<file path="src/rtl/u2a_pkg.sv">
// Shared types, constants and the digit-to-ASCII function for the digit printer.
`default_nettype none
package u2a_pkg;

  localparam int unsigned VALUE_W    = 32;
  localparam int unsigned NUM_DIGITS = 10;
  localparam int unsigned DIGIT_W    = 4;
  localparam int unsigned DIGITS_W   = NUM_DIGITS * DIGIT_W;
  localparam int unsigned BITCNT_W   = $clog2(VALUE_W);

  // Format codes on the mode input
  localparam logic [1:0] MODE_DEC     = 2'd0;
  localparam logic [1:0] MODE_HEX_LO  = 2'd1;
  localparam logic [1:0] MODE_HEX_UP  = 2'd2;
  localparam logic [1:0] MODE_UNKNOWN = 2'd3;

  // Most significant digit position for each base
  localparam logic [3:0] DEC_TOP_IDX = 4'd9;
  localparam logic [3:0] HEX_TOP_IDX = 4'd7;

  localparam logic [7:0] ASCII_ZERO    = 8'h30;
  localparam logic [7:0] ASCII_LOWER_A = 8'h61;
  localparam logic [7:0] ASCII_UPPER_A = 8'h41;

  // Controller to datapath commands
  typedef struct packed {
    logic load;         // capture a new value and mode
    logic dabble;       // one shift-add-3 step of the binary to BCD conversion
    logic idx_dec;      // move to the next lower digit
    logic latch_total;  // record the character count
    logic emit;         // a digit beat is on the result ports
  } cmd_t;

  // Datapath to controller status
  typedef struct packed {
    logic conv_done;    // the step taken now is the last conversion step
    logic top_zero;     // current digit is a leading zero that can be dropped
    logic idx_zero;     // current digit is the least significant one
  } status_t;

  // Map one digit to its ASCII code
  function automatic logic [7:0] ascii_digit(input logic [3:0] d, input logic upper);
    logic [7:0] d8;
    d8 = {4'd0, d};
    if (d < 4'd10) begin
      return ASCII_ZERO + d8;
    end
    return (upper ? ASCII_UPPER_A : ASCII_LOWER_A) + d8 - 8'd10;
  endfunction

endpackage
`default_nettype wire

</file>
<file path="src/rtl/u2a_datapath.sv">
// Datapath: shift-add-3 BCD converter, digit register, digit pointer and ASCII output.
`default_nettype none
module u2a_datapath (
  input  wire logic                        clk,
  input  wire logic [u2a_pkg::VALUE_W-1:0] value,
  input  wire logic [1:0]                  mode,
  input  wire u2a_pkg::cmd_t               cmd,
  output u2a_pkg::status_t                 status,
  output logic [7:0]                       char_code,
  output logic                             has_char,
  output logic                             last,
  output logic [3:0]                       char_count
);

  logic [u2a_pkg::VALUE_W-1:0]  shreg;
  logic [u2a_pkg::DIGITS_W-1:0] digits;
  logic [u2a_pkg::DIGITS_W-1:0] digits_adj;
  logic [u2a_pkg::BITCNT_W-1:0] bit_cnt;
  logic [1:0]                   mode_q;
  logic [3:0]                   idx;
  logic [3:0]                   total;
  logic [3:0]                   cur_digit;

  // Add 3 to every BCD digit of 5 or more before the shift
  always_comb begin
    for (int i = 0; i < u2a_pkg::NUM_DIGITS; i++) begin
      if (digits[i*u2a_pkg::DIGIT_W +: u2a_pkg::DIGIT_W] >= 4'd5) begin
        digits_adj[i*u2a_pkg::DIGIT_W +: u2a_pkg::DIGIT_W] =
          digits[i*u2a_pkg::DIGIT_W +: u2a_pkg::DIGIT_W] + 4'd3;
      end else begin
        digits_adj[i*u2a_pkg::DIGIT_W +: u2a_pkg::DIGIT_W] =
          digits[i*u2a_pkg::DIGIT_W +: u2a_pkg::DIGIT_W];
      end
    end
  end

  // Select the digit under the pointer
  always_comb begin
    cur_digit = 4'd0;
    for (int i = 0; i < u2a_pkg::NUM_DIGITS; i++) begin
      if (idx == 4'(i)) begin
        cur_digit = digits[i*u2a_pkg::DIGIT_W +: u2a_pkg::DIGIT_W];
      end
    end
  end

  // Load, convert, and walk the digits
  always_ff @(posedge clk) begin
    if (cmd.load) begin
      shreg   <= value;
      mode_q  <= mode;
      bit_cnt <= '0;
      if (mode == u2a_pkg::MODE_DEC) begin
        digits <= '0;
        idx    <= u2a_pkg::DEC_TOP_IDX;
      end else begin
        digits <= {{(u2a_pkg::DIGITS_W - u2a_pkg::VALUE_W){1'b0}}, value};
        idx    <= u2a_pkg::HEX_TOP_IDX;
      end
    end else begin
      if (cmd.dabble) begin
        digits  <= {digits_adj[u2a_pkg::DIGITS_W-2:0], shreg[u2a_pkg::VALUE_W-1]};
        shreg   <= {shreg[u2a_pkg::VALUE_W-2:0], 1'b0};
        bit_cnt <= bit_cnt + u2a_pkg::BITCNT_W'(1);
      end
      if (cmd.idx_dec) begin
        idx <= idx - 4'd1;
      end
      if (cmd.latch_total) begin
        total <= idx + 4'd1;
      end
    end
  end

  // Report status
  always_comb begin
    status.conv_done = (bit_cnt == u2a_pkg::BITCNT_W'(u2a_pkg::VALUE_W - 1));
    status.idx_zero  = (idx == 4'd0);
    status.top_zero  = (cur_digit == 4'd0) && (idx != 4'd0);
  end

  // Drive the result beat; outside a digit beat it is the empty beat
  always_comb begin
    char_code  = 8'd0;
    has_char   = 1'b0;
    last       = 1'b1;
    char_count = 4'd0;
    if (cmd.emit) begin
      char_code  = u2a_pkg::ascii_digit(cur_digit, mode_q == u2a_pkg::MODE_HEX_UP);
      has_char   = 1'b1;
      last       = (idx == 4'd0);
      char_count = (idx == 4'd0) ? total : 4'd0;
    end
  end

endmodule
`default_nettype wire

</file>
<file path="src/rtl/u2a_ctrl.sv">
// Controller: sequences load, conversion, leading-zero scan and digit beats.
`default_nettype none
module u2a_ctrl (
  input  wire logic             clk,
  input  wire logic             rst,
  input  wire logic             start,
  input  wire logic [1:0]       mode,
  input  wire u2a_pkg::status_t status,
  output u2a_pkg::cmd_t         cmd,
  output logic                  busy,
  output logic                  strobe
);

  typedef enum logic [4:0] {
    ST_IDLE = 5'b00001,
    ST_CONV = 5'b00010,
    ST_SCAN = 5'b00100,
    ST_EMIT = 5'b01000,
    ST_NONE = 5'b10000
  } state_t;

  state_t state;
  state_t state_next;

  // Next state and commands
  always_comb begin
    state_next = state;
    cmd        = '0;
    unique case (state)
      ST_IDLE: begin
        if (start) begin
          cmd.load = 1'b1;
          if (mode == u2a_pkg::MODE_UNKNOWN) begin
            state_next = ST_NONE;
          end else if (mode == u2a_pkg::MODE_DEC) begin
            state_next = ST_CONV;
          end else begin
            state_next = ST_SCAN;
          end
        end
      end
      ST_CONV: begin
        cmd.dabble = 1'b1;
        if (status.conv_done) begin
          state_next = ST_SCAN;
        end
      end
      ST_SCAN: begin
        // Drop leading zeros, keep at least one digit
        if (status.top_zero) begin
          cmd.idx_dec = 1'b1;
        end else begin
          cmd.latch_total = 1'b1;
          state_next      = ST_EMIT;
        end
      end
      ST_EMIT: begin
        cmd.emit    = 1'b1;
        cmd.idx_dec = 1'b1;
        if (status.idx_zero) begin
          state_next = ST_IDLE;
        end
      end
      ST_NONE: begin
        state_next = ST_IDLE;
      end
      default: begin
        state_next = ST_IDLE;
      end
    endcase
  end

  always_ff @(posedge clk) begin
    if (rst) begin
      state <= ST_IDLE;
    end else begin
      state <= state_next;
    end
  end

  assign busy   = (state != ST_IDLE);
  assign strobe = (state == ST_EMIT) || (state == ST_NONE);

endmodule
`default_nettype wire

</file>
<file path="src/rtl/unsigned_to_ascii_digits.sv">
// Top level: 32-bit unsigned to decimal or hex ASCII digits, one beat per digit.
// Decimal runs the shift-add-3 conversion first, hex skips it; a scan then drops leading
// zeros, keeping at least one digit, then one beat per digit, most significant first.
// An unknown mode gives a single empty beat. The next item is taken the cycle after the
// last beat, so a new item is never taken before the last one is through.
// Synchronous active-high rst returns the controller to idle; the receiver cannot stall.
`default_nettype none
module unsigned_to_ascii_digits (
  input  wire logic                        clk,
  input  wire logic                        rst,
  input  wire logic                        start,
  output logic                             busy,
  input  wire logic [u2a_pkg::VALUE_W-1:0] value,
  input  wire logic [1:0]                  mode,
  output logic                             strobe,
  output logic [7:0]                       char_code,
  output logic                             has_char,
  output logic                             last,
  output logic [3:0]                       char_count
);

  u2a_pkg::cmd_t    cmd;
  u2a_pkg::status_t status;

  u2a_ctrl u_ctrl (
    .clk     (clk),
    .rst     (rst),
    .start   (start),
    .mode    (mode),
    .status  (status),
    .cmd     (cmd),
    .busy    (busy),
    .strobe  (strobe)
  );

  u2a_datapath u_dp (
    .clk        (clk),
    .value      (value),
    .mode       (mode),
    .cmd        (cmd),
    .status     (status),
    .char_code  (char_code),
    .has_char   (has_char),
    .last       (last),
    .char_count (char_count)
  );

`ifndef SYNTH
  // A beat only comes out while an item is in flight
  a_strobe_busy: assert property (@(posedge clk) disable iff (rst) strobe |-> busy)
    else $error("result beat while idle");

  // An accepted item makes the block busy
  a_accept_busy: assert property (@(posedge clk) disable iff (rst)
    (start && !busy) |=> busy)
    else $error("item accepted but block not busy");

  // Only the final beat of an item carries a count
  a_count_last: assert property (@(posedge clk) disable iff (rst)
    (strobe && !last) |-> (has_char && char_count == 4'd0))
    else $error("count or empty beat before the final beat");

  // A final digit beat reports a nonzero count of at most ten
  a_count_range: assert property (@(posedge clk) disable iff (rst)
    (strobe && last && has_char) |-> (char_count != 4'd0 && char_count <= 4'd10))
    else $error("bad character count on final beat");
`endif

endmodule
`default_nettype wire
</file>
<file path="config.mk">
export PLATFORM = sky130hd
export DESIGN_NAME = unsigned_to_ascii_digits
export DESIGN_NICKNAME = d
export VERILOG_FILES = /design/src/rtl/u2a_pkg.sv /design/src/rtl/u2a_datapath.sv /design/src/rtl/u2a_ctrl.sv /design/src/rtl/unsigned_to_ascii_digits.sv
export SDC_FILE = /design/constraint.sdc
export NUM_CORES = 1
export LEC_CHECK = 0
export BUFFER_PORTS_ARGS = -buffer_cell sky130_fd_sc_hd__buf_2
export CAP_MARGIN = 5
export CORE_ASPECT_RATIO = 1.5
export CORE_UTILIZATION = 45
export CTS_CLUSTER_DIAMETER = 30
export DETAILED_ROUTE_END_ITERATION = 6
export GPL_TIMING_DRIVEN = 0
export PLACE_DENSITY = 0.73
export SYNTH_ARGS = -nofsm -noshare
export SYNTH_HDL_FRONTEND = slang
export SYNTH_SLANG_ARGS = --single-unit
</file>
<file path="constraint.sdc">
create_clock -name clk -period 4.7 [get_ports clk]
set_input_delay 0.235 -clock clk [delete_from_list [all_inputs] [get_ports clk]]
set_output_delay 0.235 -clock clk [all_outputs]
set_load 0.02 [all_outputs]
</file>
* Word level (Yosys, flattened, before mapping) *
Cells that the tools add are included.

storage, ports and cells
  input port bits = 37
  word-level logic and storage cells = 120
  register bits = 92
  output and inout port bits = 16

operators by class
  $lt $le $gt $ge = 11
  muxes and demuxes = 53
  reductions and logical operators = 10
  bitwise operators = 1
  $add $sub $neg = 16
  equality and inequality tests = 22

operator list
  operator                                                            count
  two-way mux 32 bit                                                  3
  two-way mux 4 bit                                                   24
  two-way mux 40 bit                                                  2
  greater-or-equal comparator 4 x 3 -> 1 bit (second input constant)  10
  adder 4 x 2 -> 4 bit (second input constant)                        9
  two-way mux 5 bit                                                   5
  two-way mux 8 bit                                                   3
  one-hot mux 5 bit (4 select lines)                                  1
  equality test 4 x 3 -> 1 bit (second input constant)                4
  two-way mux 1 bit                                                   11
  equality test 5 bit (second input constant)                         2
  adder 8 x 4 -> 8 bit                                                1
  equality test 4 x 2 -> 1 bit (second input constant)                2
  equality test 4 bit (second input constant)                         2
  logical NOT 4 bit                                                   2
  != test 2 bit (second input constant)                               4
  subtractor 8 x 4 -> 8 bit (second input constant)                   1
  adder 6 x 4 -> 7 bit (first input constant)                         1
  two-way mux 3 bit                                                   2
  two-way mux 6 bit                                                   1
  adder 5 x 1 -> 5 bit (second input constant)                        1
  equality test 5 x 1 -> 1 bit (second input constant)                1
  equality test 5 x 2 -> 1 bit (second input constant)                1
  equality test 5 x 3 -> 1 bit (second input constant)                1
  17 further kinds                                                    19

* Depth between registers and ports, before layout *
Gate-level depths: netlist of run 1.

  word-level depth = 17
  gate-level depth with buffers = 13
  mapped depth without buffers = 11

* Cells and area by module *
From an unflattened synthesis of run 1, not the netlist that was laid out.

unflattened totals
  cell total of the unflattened synthesis = 575
  area, all modules = 5595.4 sq um

modules (own cells, without submodules)
  module        area each (sq um)  cells an instance  seq. area each (sq um)  instances
  u2a_datapath  5252.5             535                2562.5                  1
  u2a_ctrl      342.8              40                 100.1                   1

* Worst setup path before layout of run 1 *
OpenSTA, ideal clock, no wires.

  kind = register to register
  start = reg u_ctrl.state[2]
  end = reg u_dp.digits[0] (netlist name), enable pin
  arrival = 2.996 ns
  path slack = 1.272 ns
  cell stages (with the launch flop) = 7
  buffers on the path = 2
  required time = 4.268 ns
  clock period less this slack = 3.428 ns
  library setup time = 0.432 ns
  cells stage by stage = dfxtp_1 > or3_1 > nor3b_2 > nand2_1 > clkbuf_1 > clkbuf_1 > nand2_1

between the ends
  cells in the longest elaborated chain, start to end = 3
  elaborated cells between the ends (all ways) = 5
  classes of those cells = eq/ne: 2; mux: 2; reduce/logical: 1

ends and longest elaborated chain
  what                                                                                 RTL line            source
  from (decl)                                                                          u2a_ctrl.sv:22      state_t state;
  from (signal assigned)                                                               u2a_ctrl.sv:77      state <= state_next;
  equality test 5 x 2 -> 1 bit / equality test 5 x 1 -> 1 bit (equally long branches)  u2a_ctrl.sv:29      unique case (state)
  two-way mux 1 bit                                                                    u2a_ctrl.sv:29
  nonzero test 2 bit (no source line) *                                                --
  to (signal assigned)                                                                 u2a_datapath.sv:57  digits <= {{(u2a_pkg::DIGITS_W - u2a_pkg::VALUE_W){1'b0}}, value};
  to (signal assigned)                                                                 u2a_datapath.sv:62  digits <= {digits_adj[u2a_pkg::DIGITS_W-2:0], shreg[u2a_pkg::VALUE_W-1]};
  to (decl)                                                                            u2a_datapath.sv:16  logic [u2a_pkg::DIGITS_W-1:0] digits;

Every way passes the cells marked *; elsewhere a longest branch is shown, timed or not.
A chain may end at the register's enable or synchronous reset.

* Final worst setup path of run 1 *
  start = reg u_dp.idx[0]
  end = out char_code[2]

between the ends
  cells in the longest elaborated chain, start to end = 16
  elaborated cells between the ends (all ways) = 29
  classes of those cells = add/sub: 3; order compare: 1; eq/ne: 9; mux: 15; reduce/logical: 1

ends and longest elaborated chain
  what                                                          RTL line                        source
  from (decl)                                                   u2a_datapath.sv:20              logic [3:0] idx;
  from (signal assigned)                                        u2a_datapath.sv:55              idx <= u2a_pkg::DEC_TOP_IDX;
  from (signal assigned)                                        u2a_datapath.sv:58              idx <= u2a_pkg::HEX_TOP_IDX;
  from (signal assigned)                                        u2a_datapath.sv:67              idx <= idx - 4'd1;
  logical NOT 4 bit                                             u2a_datapath.sv:41              if (idx == 4'(i)) begin
  two-way mux 4 bit (9 in a row)                                u2a_datapath.sv:41
  two-way mux 4 bit *                                           u2a_datapath.sv:41
  branches (longest 3 deep; another with adder 8 x 4 -> 8 bit)  --
  two-way mux 8 bit *                                           u2a_pkg.sv:48                   return (upper ? ASCII_UPPER_A : ASCII_LOWER_A) + d8 - 8'd10;
  two-way mux 8 bit *                                           u2a_datapath.sv:88              if (cmd.emit) begin
  to (decl)                                                     unsigned_to_ascii_digits.sv:16  output logic [7:0] char_code,

Every way passes the cells marked *. The select of a mux whose other input is x is not followed.

==> results of run 1 <==
## sequential cells by signal, indices dropped and copies added, names as in the netlist
name	cells
u_dp.digits	40
u_dp.shreg	32
u_ctrl.state	5
u_dp.bit_cnt	5
u_dp.idx	4
u_dp.total	4
u_dp.mode_q	2
## final timing paths
path                                startpoint                      endpoint  cells past startpoint
setup / recovery     u_dp.idx[0]$_SDFFCE_PP1P_                  char_code[2]                     12
hold / removal                             rst  u_ctrl.state[1]$_SDFFE_PP0P_                      2
setup reg to reg     u_dp.idx[0]$_SDFFCE_PP1P_         u_dp.idx[3]$_DFFE_PP_                     12
hold reg to reg   u_dp.bit_cnt[4]$_SDFFE_PP0P_  u_dp.bit_cnt[4]$_SDFFE_PP0P_                      2
## cell families (layout without fill, tap and decap cells)
group | count (synthesis) | in the layout
muxes | 3 | 3
buffers and inverters | 69 | 136
AOI/OAI and AO/OA | 135 | 135
adders and majority gates | 31 | 31
and+or+nand+nor | 271 | 271
other | 1 | 1
xor gates and xnor gates | 16 | 16
DFF | 92 | 92
## critical path: stages, from the launching register on
cell	delay [ns]
edfxtp_1	0.47
inv_1	0.15
ha_1	0.30
buf_2	0.28
nand3b_1	0.22
o221ai_1	0.16
a21oi_1	0.12
o32ai_1	0.48
inv_1	0.16
ha_1	0.28
a22o_1	0.21
a21oi_1	0.14
buf_2	0.18
## cell type report
type / count / area share (%)
Multi-Input combinational cell: 457 / 42.5
Sequential cell: 92 / 41.1
Timing Repair Buffer: 51 / 3.94
Clock buffer: 10 / 3.54
Tap cell: 156 / 3.01
Buffer: 32 / 2.38
Inverter: 37 / 2.14
Clock inverter: 6 / 1.35
## per-layer routing
metal / global-route usage (%) / vias up / wire length, µm
met2: 38.0 / 108 / 6940
met3: 3.50 / 22 / 419
met5: 0 / - / 0
met1: 25.1 / 2190 / 5570
li1: - / 2297 / -
met4: 10.4 / 0 / 429
## placed cells by master, fill, tap and decap left out, types with 3 or more instances in the layout
cell / instances
a21oi_1: 61
buf_2: 66
and3_1: 7
nor3b_1: 14
nor3_1: 16
nand2_1: 116
nor2b_1: 14
dfxtp_1: 10
nand2b_1: 8
nand3b_1: 40
mux2i_1: 3
xnor2_1: 13
ha_1: 31
o32ai_1: 5
xor2_1: 3
or3_1: 5
a221oi_1: 4
nor2_1: 36
nand3_1: 4
clkbuf_16: 9
edfxtp_1: 82
inv_1: 36
clkbuf_1: 15
o21ai_0: 44
## through the flow
stage / utilization (%) / cells / power [mW] / worst slack (ns)
2_1_floorplan: - / 618 / 1.76 / 1.27
4_1_cts: 52.3 / 841 / 2.76 / 0.971
5_1_grt: 52.3 / 841 / 2.91 / 0.742
3_3_place_gp: 49.7 / 825 / 1.95 / 0.0683
6_report: 52.3 / 841 / 2.74 / 0.954
3_5_place_dp: 49.7 / 825 / 1.98 / 1.28
## power groups by stage
stage,sequential [mW],combinational (mW),clock [mW]
5_1_grt,1.20,0.898,0.821
3_5_place_dp,1.20,0.783,0
2_1_floorplan,1.17,0.592,0
3_3_place_gp,1.20,0.751,0
4_1_cts,1.18,0.791,0.786
6_report,1.18,0.788,0.774
==> results_dict.tcl, run 1 <==
set metrics [dict create \
    drv_cap 0 \
    tns_ns 0 \
    dr.pass1.iters 5 \
    cp_max_fo 10 \
    rsz0062_at_grt "no" \
    r2r_slack_ns 1.26 \
    core-area_um2 12400 \
    postCtsSetupBuffers 0 \
    ctsHoldBuffers 0 \
    port_buffers 51 \
    wl_um 13400 \
    fin_nets 748 \
    cts_tree "yes" \
    overflow 0 \
    report.final.hold_viol_count 0 \
    synth_mux_area_share_pct 0.527 \
    slew_headroom_pct 36.1 \
    die_w_um 93.9 \
    rows 50 \
    synthesis.area_um2 5700 \
    tightest_slew_ns 0.959 \
    antenna_cells 0 \
    cts_max_level 3 \
    cp-start-kind "register" \
    period_share_pct 79.7 \
    synthAdderAreaFrac_pct 6.80 \
    vias_per_cell 5.49 \
    pwr-share-seq_pct 43.0 \
    hold_path.class "input pin to register" \
    synth.top_cells.by_area "edfxtp_1, nand2_1, ha_1, a21oi_1, nand3b_1" \
    drive_gt1_share_pct 13.4 \
    synth_common_cells "nand2_1, edfxtp_1, a21oi_1, o21ai_0, nand3b_1" \
    synth_flop_cell "edfxtp_1" \
    chipHeight_um 140 \
    num_vias 4617 \
    hold_ws_ns 0.107 \
    antenna_left 0 \
    finClkSkew_ns 0.00649 \
    synth.avg_cell_area_um2 9.22 \
    cts_sinks 92 \
    post-synth-top-count-cell "nand2_1" \
    synth_enable_flop_cells 82 \
    yosys.area.top_type "edfxtp_1" \
    crit_required_ns 4.47 \
    p_per_area_nw_per_um2 424 \
    grt_pass1_wl_um 22000 \
    synth_top_family_by_area "simple AND/OR/NAND/NOR gates" \
    p_clk_share_pct 28.2 \
    p_sw_share_pct 32.5 \
    synth_compound_area_share_pct 14.0 \
    yosys.area_share.simple_pct 24.3 \
    p_switching_mw 0.891 \
    dp_hpwl_um 9960 \
    synth-seq-area-share_pct 46.7 \
    io-pin-count 53 \
    ff_latch_area_um2 2660 \
    synth_fp_nets 686 \
    antenna_found_initial 0 \
    synth_top_area_share_pct 43.2 \
    die-area_um2 13100 \
    fmax_mhz 267 \
    worstSetupPathType "register to output port" \
    setup.worst_path.end_class "output port" \
    outcome "finished clean" \
    globalplace.congestion 0.871 \
    grt_max_degree 73 \
    drv_slew 0 \
    synth_cell_types 51 \
    numCtsBuffers 9 \
    critPathArrivalTime_ns 3.51 \
    design_area_um2 6470 \
    syn2layout_area_growth_pct 13.6 \
    clock_path_buffers 2 \
    placed_area_um2 6160 \
    period_minus_slack_ns 3.75 \
    combPwrFrac_pct 28.7 \
    vdd.ir_drop.worst_mv 0.209 \
    synth_warnings 0 \
    clockRootBuffer "clkbuf_16" \
    wire_per_inst_um 15.9 \
    multi_input_area_um2 2750 \
    clkLatencyLatePin_ns 0.34 \
    clk_pin_slew_ns 0.07 \
    num-fill-cells 1133 \
    grt_util_all_layers_pct 21.6 \
    start_util_pct 46.0 \
    p_int_mw 1.85 \
    cts_resized 0 \
    drc 0 \
    drt_iter0_drc 343 \
    grt_pass1_vias 4643 \
    synth_seq_cells 92 \
    synthXorXnorAreaFrac_pct 2.46 \
    async_reset_ff_share_pct 0 \
    syn-instance-count 618 \
    setup_viol 0 \
    total_leakage_power_nw 2.65 \
]
Note: power is estimated with default switching activity, not from simulation.
==> run 2: changes to the inputs <==
--- a/config.mk
+++ b/config.mk
@@ -12,7 +12,7 @@
 export CTS_CLUSTER_DIAMETER = 30
 export DETAILED_ROUTE_END_ITERATION = 6
 export GPL_TIMING_DRIVEN = 0
-export PLACE_DENSITY = 0.73
+export PLACE_DENSITY = 0.76
 export SYNTH_ARGS = -nofsm -noshare
 export SYNTH_HDL_FRONTEND = slang
 export SYNTH_SLANG_ARGS = --single-unit
==> constraint.sdc (replaced) <==
create_clock -name clk -period 3.25 [get_ports clk]
set_input_delay 0.1625 -clock clk [delete_from_list [all_inputs] [get_ports clk]]
set_output_delay 0.1625 -clock clk [all_outputs]
set_load 0.02 [all_outputs]
==> results_dict.tcl, run 2 (synthesis gave the netlist of run 1 again) <==
set metrics [dict create \
    cts_sinks 92 \
    drv_slew 0 \
    grt_pass1_vias 4845 \
    hold_path_depth 1 \
    clk_pin_slew_ns 0.07 \
    slew_headroom_pct 50.7 \
    vias_per_cell 5.52 \
    outcome "finished clean" \
    drv_cap 0 \
    worstSetupPathType "register to output port" \
    regMostFlops "u_dp.digits" \
    final_cell_mix "nand2_1, edfxtp_1, buf_2, a21oi_1, o21ai_0" \
    r2r_start "u_ctrl.state[3]$_SDFFE_PP0P_" \
    antenna_left 0 \
    final_common_cell "nand2_1" \
    clkLatencyLatePin_ns 0.35 \
    r2r_slack_ns 0.29 \
    largest_reg_flops 40 \
    dp_hpwl_um 10200 \
    cts_max_level 3 \
    clockRootBuffer "clkbuf_16" \
    r2r_cells 6 \
    tightest_slew_ns 0.740 \
    fmax_mhz 314 \
    preCtsSetupSlack_ns -0.0946 \
    grt_pass1_wl_um 23000 \
    min_to "u_dp.mode_q[1]$_DFFE_PP_" \
    grt_max_degree 73 \
    numCtsBuffers 9 \
    overflow 0 \
    chipHeight_um 140 \
    crit_start "u_dp.idx[0]$_SDFFCE_PP1P_" \
    start_util_pct 46.0 \
    p_per_area_nw_per_um2 593 \
    design_area_um2 6670 \
    min_from "mode[1]" \
    antenna_found_initial 0 \
    finClkSkew_ns 0.00801 \
    num_vias 4721 \
    cts_tree "yes" \
    total_leakage_power_nw 2.72 \
    drive_gt1_share_pct 17.5 \
    crit_family "compound AO/OA/AOI/OAI gates" \
    setup_viol 0 \
    cp_num_buf_inv 3 \
    crit_required_ns 3.09 \
    wire_per_inst_um 16.3 \
    cpMostUsedCell "buf_4" \
    fin_ws_ns 0.0658 \
    wl_um 13900 \
    hold_path.class "input pin to register" \
    globalplace.congestion 0.912 \
    antenna_cells 0 \
    vdd.ir_drop.worst_mv 0.297 \
    r2r_end "u_dp.shreg[30]$_DFFE_PP_" \
    port_buffers 51 \
    cp-start-kind "register" \
    max_stage_delay_ns 0.50 \
    drt_iter0_drc 285 \
    dr.pass1.iters 5 \
    io-pin-count 53 \
    die_w_um 93.9 \
    syn2layout_area_growth_pct 17.0 \
    largest_registers "u_dp.digits (40), u_dp.shreg (32)" \
    period_share_pct 98.0 \
    period_minus_slack_ns 3.18 \
    critPathArrivalTime_ns 3.02 \
    report.final.hold_viol_count 0 \
    cp_cell_sequence "buf_4 -> ha_2 -> or3_4 -> a221oi_2 -> o32ai_1 -> a31oi_4 -> buf_4 -> nand2_1 -> nor3_1 -> buf_2" \
    cp_max_fo 6 \
    cpMaxStageDelayCell "edfxtp_1" \
    rows 50 \
    grt_util_all_layers_pct 22.6 \
    core-area_um2 12400 \
    setup.worst_path.end_class "output port" \
    fin_nets 762 \
    clock_path_buffers 2 \
    drc 0 \
    die-area_um2 13100 \
    placed_area_um2 6160 \
]
-- run 2: stage by stage --
stage	utilization, %	power (mW)	setup TNS (ns)	cells	hold WS [ns]
6_report	53.8	3.96	0	855	0.0315
5_1_grt	53.8	4.19	-0.0239	855	0.0277
4_1_cts	52.6	3.88	0	847	0.0214
3_5_place_dp	49.7	2.87	-0.495	825	0.374
3_3_place_gp	49.7	2.80	-24.60	825	0.372
2_1_floorplan	-	2.54	0	618	0.235
-- run 2: what timing repair did --
| item | CTS | global route |
|---|---|---|
| pin swaps | 3 | 7 |
| resized for setup | 11 | 23 |
| endpoints found under the setup margin | 13 | 79 |
| hold buffers | 1 | 0 |
| buffers inserted | 6 | 8 |
| endpoints found under the hold margin | 1 | 0 |
-- run 2: worst max path at each step --
stage | to | depth (start not counted)
final | char_code[3] | 10
after CTS | char_code[2] | 12
after detailed placement | u_dp.idx[1]$_DFFE_PP_ | 12
after global placement | u_dp.shreg[20]$_DFFE_PP_ | 6
after global routing | char_code[3] | 10
after floorplan | char_code[1] | 10
-- run 2: power breakdown --
part	switching [mW]	leakage (nW)	internal (mW)
logic	0.757	1.71	0.517
registers	0.143	0.870	1.57
clock network	0.455	0.137	0.518
total	1.35	2.72	2.60
-- run 2: cell type report --
class | instances | area, µm²
Inverter | 37 | 139
Clock inverter | 6 | 36.3
Clock buffer | 10 | 229
Sequential cell | 92 | 2660
Timing Repair Buffer | 66 | 373
Multi-Input combinational cell | 457 | 2860
Buffer | 31 | 173
Fill cell | 1130 | 5720
Tap cell | 156 | 195
-- run 2: per-layer routing --
layer	part of all wire, %	vias to the layer above	track usage, %
met1	40	2228	24.9
met4	4.5	0	12.1
met2	52	124	40.3
met5	0	-	0
li1	-	2333	-
met3	3.6	36	3.99
-- run 2: worst reg2reg max path: cells and delay by family (launching register included) --
kind,cells,cell delay (ns)
buffers and inverters,2,1.21
and+or+nand+nor,4,0.87
DFF,1,0.40
==> run 3: changes to the inputs <==
--- a/config.mk
+++ b/config.mk
@@ -5,6 +5,7 @@
 export SDC_FILE = /design/constraint.sdc
 export NUM_CORES = 1
 export LEC_CHECK = 0
+export ABC_AREA = 1
 export BUFFER_PORTS_ARGS = -buffer_cell sky130_fd_sc_hd__buf_2
 export CAP_MARGIN = 5
 export CORE_ASPECT_RATIO = 1.5
@@ -12,7 +13,8 @@
 export CTS_CLUSTER_DIAMETER = 30
 export DETAILED_ROUTE_END_ITERATION = 6
 export GPL_TIMING_DRIVEN = 0
-export PLACE_DENSITY = 0.76
+export PLACE_DENSITY_LB_ADDON = 0.3
 export SYNTH_ARGS = -nofsm -noshare
 export SYNTH_HDL_FRONTEND = slang
+export SYNTH_HIERARCHICAL = 1
 export SYNTH_SLANG_ARGS = --single-unit
==> results_dict.tcl, run 3 <==
set metrics [dict create \
    synth_fp_nets 753 \
    synthesis.area_um2 5690 \
    fin_ws_ns 0.206 \
    crit_required_ns 3.27 \
    cp_max_fo 44 \
    critPathArrivalTime_ns 3.07 \
    p_per_area_nw_per_um2 891 \
    synth_common_cells "nand2_1, inv_1, edfxtp_1, o21ai_0, nor2_1" \
    die_w_um 93.8 \
    antenna_cells 0 \
    grt_max_degree 45 \
    io-pin-count 53 \
    async_reset_ff_share_pct 0 \
    cts_max_level 3 \
    r2r_end "u_dp/digits[19]$_DFFE_PP_" \
    grt_pass1_vias 4795 \
    cp_num_buf_inv 6 \
    clk_pin_slew_ns 0.06 \
    report.final.hold_viol_count 0 \
    synth_flop_cell "edfxtp_1" \
    drv_slew 0 \
    antenna_found_initial 0 \
    outcome "finished clean" \
    wire_per_inst_um 15.2 \
    core-area_um2 12400 \
    grt_util_all_layers_pct 22.2 \
    globalplace.congestion 0.896 \
    largest_reg_flops 40 \
    cp_cell_sequence "inv_1 -> nor2_2 -> nand3_2 -> nor2_1 -> clkbuf_2 -> inv_2 -> clkbuf_1 -> clkbuf_2 -> nand2_8 -> buf_12" \
    synth-seq-area-share_pct 46.8 \
    overflow 0 \
    synth_top_area_share_pct 43.2 \
    synth_cell_types 42 \
    finClkSkew_ns 0.00583 \
    ff_latch_area_um2 2660 \
    cts_sinks 92 \
    tightest_slew_ns 0.840 \
    layoutNonFillerInstCount 910 \
    design_area_um2 6490 \
    vias_per_cell 5.32 \
    cpMostUsedCell "clkbuf_2" \
    clkLatencyLatePin_ns 0.34 \
    final_cell_mix "nand2_1, inv_1, edfxtp_1, o21ai_0, buf_2" \
    largest_registers "u_dp/digits (40), u_dp/shreg (32)" \
    dr.pass1.iters 5 \
    worstSetupPathDepth 10 \
    synth_seq_cells 92 \
    num_vias 4843 \
    port_buffers 51 \
    final_common_cell "nand2_1" \
    num-fill-cells 1143 \
    drc 0 \
    final_util_pct 52.4 \
    synth.top_cells.by_area "edfxtp_1, nand2_1, inv_1, ha_1, o21ai_0" \
    rsz0062_at_grt "yes" \
    drive_gt1_share_pct 16.0 \
    crit_family "buffers and inverters" \
    wl_um 13900 \
    clockRootBuffer "clkbuf_16" \
    cts_tree "yes" \
    syn-instance-count 686 \
    chipHeight_um 140 \
    crit_end "u_dp/digits[19]$_DFFE_PP_" \
    grt_pass1_wl_um 22400 \
    multi_input_area_um2 2490 \
    cp-start-kind "register" \
    period_minus_slack_ns 3.04 \
    antenna_left 0 \
    r2r_slack_ns 0.21 \
    regMostFlops "u_dp/digits" \
    preCtsSetupSlack_ns -0.313 \
    post-synth-top-count-cell "nand2_1" \
    synth_enable_flop_cells 82 \
    setup.worst_path.end_class "register" \
    rows 50 \
    dp_hpwl_um 10200 \
    tns_ns 0 \
    crit_start "u_ctrl/state[0]$_SDFFE_PP1P_" \
    start_util_pct 46.0 \
    r2r_start "u_ctrl/state[0]$_SDFFE_PP1P_" \
    yosys.area.top_type "edfxtp_1" \
    total_leakage_power_nw 3.04 \
    period_share_pct 93.7 \
    slew_headroom_pct 44.0 \
    fmax_mhz 329 \
    synth.avg_cell_area_um2 8.30 \
    hold_path.class "input pin to register" \
    dp_cells 894 \
    drv_cap 0 \
    fin_nets 816 \
    synth_warnings 6 \
    drt_iter0_drc 386 \
    numCtsBuffers 9 \
    clock_path_buffers 2 \
    placed_area_um2 6170 \
    setup_viol 0 \
    max_stage_delay_ns 0.38 \
    r2r_cells 10 \
    die-area_um2 13100 \
    cpMaxStageDelayCell "clkbuf_2" \
    worstSetupPathType "register to register" \
    vdd.ir_drop.worst_mv 0.421 \
    postCtsSetupBuffers 0 \
    syn2layout_area_growth_pct 14.0 \
]
## run 3: report_power, final
| part | switching (mW) | internal (mW) |
|---|---|---|
| clock network | 0.429 | 0.581 |
| registers | 0.274 | 1.92 |
| logic | 1.72 | 0.855 |
| total | 2.42 | 3.36 |
## run 3: stage by stage
step                power (mW)  hold slack [ns]
global placement          4.58            0.391
floorplan                 4.01            0.232
CTS                       5.76           0.0370
global route              6.22           0.0486
finish                    5.78           0.0462
detailed placement        4.72            0.397
## run 3: cells by family after synthesis
group	Yosys count	share of synthesized area (%)
other	1	0.0659
adders and majority gates	30	6.59
DFF	92	46.8
and+or+nand+nor	271	21.8
AOI/OAI and AO/OA	132	12.9
xor gates and xnor gates	11	1.69
buffers and inverters	149	10.2
## run 3: metal layers
| metal | GRT usage (%) | up-vias | share of wire, % |
|---|---|---|---|
| met4 | 10.1 | 0 | 3.2 |
| met1 | 25.0 | 2279 | 39 |
| li1 | - | 2375 | - |
| met5 | 0 | - | 0 |
| met2 | 40.4 | 157 | 53 |
| met3 | 3.28 | 32 | 5.2 |
## run 3: worst min path at each step
stage	start	to	slack (ns)	depth (start not counted)
floorplan	rst	u_ctrl/state[1]$_SDFFE_PP0P_	0.23	1
global placement	rst	u_ctrl/state[3]$_SDFFE_PP0P_	0.39	2
detailed placement	rst	u_ctrl/state[3]$_SDFFE_PP0P_	0.40	2
CTS	rst	u_ctrl/state[3]$_SDFFE_PP0P_	0.04	2
global route	rst	u_ctrl/state[3]$_SDFFE_PP0P_	0.05	2
finish	rst	u_ctrl/state[3]$_SDFFE_PP0P_	0.05	2
## run 3: area by class of cell
cell class | instances | area share, %
multi-input combinational | 445 | 38.4
clock buffer | 13 | 4.16
timing repair buffer | 52 | 4.24
tap | 156 | 3.01
clock inverter | 3 | 0.270
sequential | 92 | 41.0
inverter | 131 | 7.61
buffer | 18 | 1.33
## run 3: repair_timing
item | 4_1_cts | 5_1_grt
setup endpoints to repair | 81 | 60
hold buffers | 0 | 0
resized for setup | 3 | 7
## run 3: worst reg2reg max path: stages (launching register included)
cell and delay, ns:
dfxtp_1 0.37, inv_1 0.06, nor2_2 0.12, nand3_2 0.13, nor2_1 0.24, clkbuf_2 0.37, inv_2 0.13, clkbuf_1 0.29
clkbuf_2 0.38, nand2_8 0.31, buf_12 0.29
